[config.mk]
export PLATFORM = sky130hd
export DESIGN_NAME = mvx_front
export DESIGN_NICKNAME = d
export VERILOG_FILES = /design/src/design/mvx_pkg.sv /design/src/design/mvx_front.sv
export SDC_FILE = /design/constraint.sdc
export NUM_CORES = 1
export LEC_CHECK = 0
export ABC_AREA = 1
export BUFFER_PORTS_ARGS = -buffer_cell sky130_fd_sc_hd__clkbuf_2
export CORE_MARGIN = 10
export CORE_UTILIZATION = 31
export DETAILED_ROUTE_END_ITERATION = 12
export PLACE_DENSITY = 0.62
export SLEW_MARGIN = 0
export SYNTH_ARGS = -nofsm -noshare
export SYNTH_HDL_FRONTEND = slang
export SYNTH_SLANG_ARGS = --single-unit
[constraint.sdc]
create_clock -name clk_i -period 16.14 [get_ports clk_i]
set_input_delay 1.614 -clock clk_i [delete_from_list [all_inputs] [get_ports clk_i]]
set_output_delay 1.614 -clock clk_i [all_outputs]
set_load 0.01 [all_outputs]
[src/design/mvx_pkg.sv]
// Shared types and constants for the 4x4 matrix-vector transform engine.
package mvx_pkg;

  // Arithmetic widths (signed fixed point, WORD_BITS wide, FRAC_BITS fraction)
  localparam int WORD_BITS  = 32;
  localparam int FRAC_BITS  = 16;
  localparam int IO_BITS    = 32;
  localparam int MAT_DIM    = 4;
  localparam int IDX_BITS   = $clog2(MAT_DIM);
  localparam int PROD_BITS  = 2 * WORD_BITS;
  localparam int PAIR_BITS  = PROD_BITS + 1;
  localparam int SUM_BITS   = PROD_BITS + 2;
  localparam int SHIFT_BITS = SUM_BITS - FRAC_BITS;

  // Front-to-back queue; depth must be a power of two
  localparam int QUEUE_DEPTH = 2;
  localparam int QPTR_BITS   = $clog2(QUEUE_DEPTH);
  localparam int QCNT_BITS   = $clog2(QUEUE_DEPTH + 1);

  typedef logic signed [WORD_BITS-1:0] word_t;

  typedef enum logic {
    OP_LOAD  = 1'b0,
    OP_XFORM = 1'b1
  } op_e;

  typedef struct packed {
    op_e                        kind;
    logic [1:0]                 row;
    logic [1:0]                 col;
    logic signed [IO_BITS-1:0]  entry_value;
    logic signed [IO_BITS-1:0]  vec_x;
    logic signed [IO_BITS-1:0]  vec_y;
    logic signed [IO_BITS-1:0]  vec_z;
    logic signed [IO_BITS-1:0]  vec_w;
  } in_item_t;

  typedef struct packed {
    logic signed [IO_BITS-1:0]  out_x;
    logic signed [IO_BITS-1:0]  out_y;
    logic signed [IO_BITS-1:0]  out_z;
    logic signed [IO_BITS-1:0]  out_w;
    logic                       saturated;
  } out_item_t;

  // Classified work entry: a load carries its value in vec[0]
  typedef struct packed {
    op_e                        op;
    logic [IDX_BITS-1:0]        row;
    logic [IDX_BITS-1:0]        col;
    logic [MAT_DIM-1:0][WORD_BITS-1:0] vec;
  } work_t;

  // Handshake between front queue and back pipeline
  typedef struct packed {
    logic valid;
  } qstat_t;

  typedef struct packed {
    logic pop;
  } qctrl_t;

endpackage

[src/design/mvx_front.sv]
// Front end: accepts items, classifies them and queues them for the back end.
module mvx_front import mvx_pkg::*; (
  input  logic     clk_i,
  input  logic     rst_ni,
  input  logic     in_valid_i,
  output logic     in_stall_o,
  input  in_item_t in_item_i,
  output qstat_t   q_stat_o,
  output work_t    q_item_o,
  input  qctrl_t   q_ctrl_i
);

  work_t                entry_d;
  work_t                mem_q [QUEUE_DEPTH];
  logic [QPTR_BITS-1:0] wr_ptr_q, wr_ptr_d;
  logic [QPTR_BITS-1:0] rd_ptr_q, rd_ptr_d;
  logic [QCNT_BITS-1:0] count_q, count_d;
  logic                 push;
  logic                 pop;
  logic                 full;

  // Classify: keep the low word bits of each value field
  always_comb begin
    entry_d     = '0;
    entry_d.op  = in_item_i.kind;
    unique case (in_item_i.kind)
      OP_LOAD: begin
        entry_d.row    = in_item_i.row;
        entry_d.col    = in_item_i.col;
        entry_d.vec[0] = in_item_i.entry_value[WORD_BITS-1:0];
      end
      OP_XFORM: begin
        entry_d.vec[0] = in_item_i.vec_x[WORD_BITS-1:0];
        entry_d.vec[1] = in_item_i.vec_y[WORD_BITS-1:0];
        entry_d.vec[2] = in_item_i.vec_z[WORD_BITS-1:0];
        entry_d.vec[3] = in_item_i.vec_w[WORD_BITS-1:0];
      end
      default: entry_d.op = OP_LOAD;
    endcase
  end

  // Queue control
  assign full       = (count_q == QCNT_BITS'(QUEUE_DEPTH));
  assign in_stall_o = full;
  assign push       = in_valid_i && !full;
  assign pop        = q_ctrl_i.pop && (count_q != '0);

  always_comb begin
    wr_ptr_d = push ? wr_ptr_q + 1'b1 : wr_ptr_q;
    rd_ptr_d = pop  ? rd_ptr_q + 1'b1 : rd_ptr_q;
    count_d  = count_q;
    if (push && !pop) begin
      count_d = count_q + 1'b1;
    end else if (pop && !push) begin
      count_d = count_q - 1'b1;
    end
  end

  always_ff @(posedge clk_i or negedge rst_ni) begin
    if (!rst_ni) begin
      wr_ptr_q <= '0;
      rd_ptr_q <= '0;
      count_q  <= '0;
    end else begin
      wr_ptr_q <= wr_ptr_d;
      rd_ptr_q <= rd_ptr_d;
      count_q  <= count_d;
    end
  end

  // Queue storage
  always_ff @(posedge clk_i) begin
    if (push) begin
      mem_q[wr_ptr_q] <= entry_d;
    end
  end

  assign q_stat_o.valid = (count_q != '0);
  assign q_item_o       = mem_q[rd_ptr_q];

endmodule

# After elaboration in Yosys (flattened, before gate mapping)
# Memories as Yosys holds them, arrays and structs flattened.
# Index checks and enable logic that the tools add are counted.
# Widths: inputs -> output; s select.
[op_classes] n_addsub=4 n_eq_ne=1 muxes=7 n_bitwise=1 n_reduce_logical=9
[ops] op="$mux 96" n=1
[ops] op="$pmux 32 s2" n=1
[ops] op="$logic_and 1x1->1" n=4
[ops] op="$mux 2" n=2
[ops] op="$mux 4" n=1
[ops] op="$reduce_bool 2->1" n=2
[ops] op="$logic_not 1->1" n=3
[ops] op="$add 1x1->1 const B" n=2
[ops] op="$add 2x1->2 const B" n=1
[ops] op="$eq 2x2->1 const B" n=1
[ops] op="$mux 1" n=2
[ops] op="$sub 2x1->2 const B" n=1
[ops] op="$not 1->1" n=1
[totals] reg_bits=4 ramBits=266 in_bits=169 memories=1
[memory_table] memory="mem_q" words=2 width=133 rd=1 rd_ports_with_merged_regs=0 write_ports=1 line_no="mvx_front.sv:14" source="work_t mem_q [QUEUE_DEPTH];"

# Logic depth before layout (Yosys ltp)
[depth] depth_word=7 depth_mapped=9 mapped_depth_nobuf=9

# Least setup slack after synthesis
# No wires, ideal clock.
[synth_path] path_type="input -> register" startpoint="input port in_valid_i" endpoint="memory mem_q[1][0] (netlist bit) (enable)" setup_ns=0.627 arrival_time_ns=7.243 required_time_ns=15.513 path_slack_ns=8.270 cell_stages=2 cell_sequence="o21ai_0 -> nor2_1"
[synth_between] elab_chain_cells=3
[synth_rtl] item="start: declaration" line_no="mvx_front.sv:5" source="input logic in_valid_i,"
[synth_rtl] item="$logic_and 1x1->1" line_no="mvx_front.sv:45" source="assign push = in_valid_i && !full;"
[synth_rtl] item="$mux 1" line_no="mvx_front.sv:73" source="if (push) begin"
[synth_rtl] item="$mux 1 (implied by the code)" line_no="mvx_front.sv:74" source="mem_q[wr_ptr_q] <= entry_d;"
[synth_rtl] item="end: declaration" line_no="mvx_front.sv:14"
# No other way between the ends.

==> impl_metrics.csv <==
group,metric,value,unit
status,outcome,"completed",
cells_and_area,multi_input_area,2340,sq um
power,switching_power,837,uW
global_routing,grt_max_degree,80,
timing,slew_violations,0,
global_routing,antenna_found_initial,1,
power,p_int,1.62,mW
power,sw_frac_of_total,0.341,
global_routing,grt.met1_usage,0.141,
global_routing,gr-total-overflow,0,
routing,routedWlPerCell,16.2,um
global_routing,grtUsageTotal,0.123,
clock_network,post-cts-setup-buffers,0,
critical_path,crit_path_start_kind,"register",
global_routing,grt_pass1_wl,43.3,mm
routing,ant_nets,0,
global_routing,grt_pass1_vias,7832,
critical_path,path_class,"reg -> out",
clock_network,cts-resized-gates,0,
timing,min_period,4920,ps
power,vdd_drop_max,0.0000875,V
timing,hold_viol,0,
floorplanning,die_h,209,um
critical_path,cp.arrival,3310,ps
clock_network,cts.sinks,270,
worst_hold_path,holdCritPathClass,"reg -> reg",
clock_network,cts_tree,"built",
power,seqPwrFrac,0.423,
critical_path,crit_start,"rd_ptr_q",
logic_synthesis,syn-num-nets,1143,
cells_and_area,area_delta_synth_final,25.8,%
clock_network,clk_pin_slew,60,ps
placed_design,io_buffer_count,303,
timing,min_period_over_period,0.305,
clock_network,clockRootBuffer,"clkbuf_16",
critical_path,cp-end-kind,"primary output",
placed_design,routabilityCongestion,0.772,
timing,max_freq,203,MHz
clock_network,clockBufferDepth,3,
routing,firstDrtPassIters,4,
cells_and_area,seqCellArea,8090,sq um
floorplanning,rows,69,
critical_path,worstReg2RegEnd,"mem_q[1][132]",
clock_network,cts_hold_buf,0,
floorplanning,initial_utilization,0.313,
cells_and_area,layout.nets,1440,
floorplanning,die_w,209,um
routing,viasPerCell,4.28,
logic_synthesis,syn_area,11100,sq um
cells_and_area,post_layout_nonfiller_instances,1756,
routing,wirelength,28.5,mm
logic_synthesis,ys_seq_area_frac,0.727,
power,total_power,2.46,mW
floorplanning,die_area,43900,sq um
logic_synthesis,ys_ff_latch,270,
run,drv_cap,0,
power,pwr_density_cell,175,nW/um^2
critical_path,critPathMaxFanout,79,
cells_and_area,fillCellCount,3511,
critical_path,reg2reg_slack,13350,ps
placed_design,dp_cells,1699,
global_routing,use_met2,0.211,
cells_and_area,drive_gt1_frac,0.289,
critical_path,r2r_cells,5,
timing,setup_violations,0,
placed_design,dpl.hpwl,19.2,mm
logic_synthesis,syn_inst,973,
power,clkPwrFrac,0.281,
floorplanning,coreArea,35500,sq um
routing,drt-initial-drc-count,315,
timing,skew,5.94,ps
critical_path,crit_path_end,"q_item_o[0]",
clock_network,cts_buffers,30,
logic_synthesis,yosysWarnings,0,
clock_network,clk_latency,540,ps
clock_network,htree_levels,1,
routing,via_count,7507,
cells_and_area,final_util,0.395,
logic_synthesis,syn_area_per_cell,11.4,sq um
logic_synthesis,synth_cell_type_count,16,
floorplanning,io_pins,304,
timing,tns,0,ps
power,combPwrFrac,0.296,
global_routing,busiest_layer,"met2",
global_routing,grt_use_met3,0.0364,
timing,slew_headroom,0.334,
critical_path,worstReg2RegStart,"count_q[1]",
timing,worst_slew_pin_slew,999,ps
timing,rsz0062_at_grt,"false",
critical_path,crit_required,14530,ps
routing,drc,0,
power,p_leak,6.74,nW
[worst min-delay path by stage]
stage / from / to / cells past startpoint
2_1_floorplan: count_q[1] / count_q[1] / 2
3_3_place_gp: count_q[1] / count_q[1] / 2
3_5_place_dp: count_q[1] / count_q[1] / 2
4_1_cts: count_q[1] / count_q[1] / 2
5_1_grt: wr_ptr_q / wr_ptr_q / 2
6_report: count_q[1] / count_q[1] / 2
[power by group through the flow]
stage,logic [mW],registers [mW],clock network [mW]
6_report,0.726,1.04,0.691
5_1_grt,0.811,1.06,0.742
4_1_cts,0.752,1.04,0.712
3_5_place_dp,0.748,1.06,0
3_3_place_gp,0.744,1.05,0
2_1_floorplan,0.451,1.03,0
[cell usage after synthesis]
cell / n / share of area
buf_6: 5 / 0.0051
nor2_1: 7 / 0.0024
inv_4: 1 / 0.00056
buf_2: 20 / 0.0090
buf_4: 19 / 0.013
dfrtp_1: 4 / 0.0090
mux2_2: 17 / 0.017
nand2_1: 506 / 0.17
nand4_1: 1 / 0.00056
o21ai_0: 1 / 0.00045
ha_1: 1 / 0.0011
mux2_1: 15 / 0.015
xnor2_1: 1 / 0.00079
nand3_1: 2 / 0.00090
inv_1: 107 / 0.036
edfxtp_1: 266 / 0.72
[registers in the layout (all words and copies together), names as in the netlist]
register,count
mem_q,266
wr_ptr_q,1
rd_ptr_q,1
count_q,2
[per-stage QoR]
stage / hold slack, ps / area (sq um) / worst slack, ps
final: 484 / 14000 / 11220
after global routing: 517 / 14000 / 10930
after CTS: 487 / 14000 / 11120
after detailed placement: 473 / 13000 / 11730
after global placement: 453 / 13000 / 11760
after floorplan: 442 / 11100 / 8270
[routing by layer]
metal  part of all wire  vias to the layer above
li1                   -                     3712
met1               0.40                     3526
met2               0.50                      214
met3              0.072                       55
met4              0.030                        0
met5                  0                        -
[kinds of logic (layout without fill, tap and decap cells)]
family	after synthesis	after routing	share of synthesized area
adders and majority gates	1	1	0.00112
muxes	32	32	0.0324
and+or+nand+nor	516	516	0.175
AOI/OAI and AO/OA	1	1	0.000450
other	0	1	0
DFF	270	270	0.727
xor gates and xnor gates	1	1	0.000788
buffers and inverters	152	473	0.0636
[worst max-delay path: stages (launching register included)]
cell,delay [ps]
dfrtp_4,770
inv_4,690
buf_4,720
nand2_1,130
nand2_1,110
clkbuf_2,140
[cell type report]
cell class | instances | share of cell area
Sequential cell | 270 | 0.578
Multi-Input combinational cell | 551 | 0.167
Timing Repair Buffer | 309 | 0.112
Clock buffer | 34 | 0.0562
Tap cell | 461 | 0.0412
Inverter | 108 | 0.0295
Clock inverter | 22 | 0.0163
Antenna cell | 1 | 0.000179
[cell usage in the layout (no fill, tap or decap)]
cell type  Yosys  routed
xnor2_1        1       1
clkinv_4       0       1
nand4_1        1       1
inv_4          1       1
buf_4         19       7
mux2_2        17      17
diode_2        0       1
bufinv_16      0       5
dfrtp_4        0       1
inv_1        107     106
nor2_1         7       6
nor2_4         0       1
clkbuf_1       0       3
clkinv_2       0       7
dfrtp_1        4       3
inv_6          0       1
nand3_1        2       2
mux2_1        15      15
clkbuf_16      0      31
ha_1           1       1
o21ai_0        1       1
clkinv_1       0       9
nand2_1      506     506
edfxtp_1     266     266
clkbuf_2       0     302
Note: power is estimated with default switching activity, not from simulation.
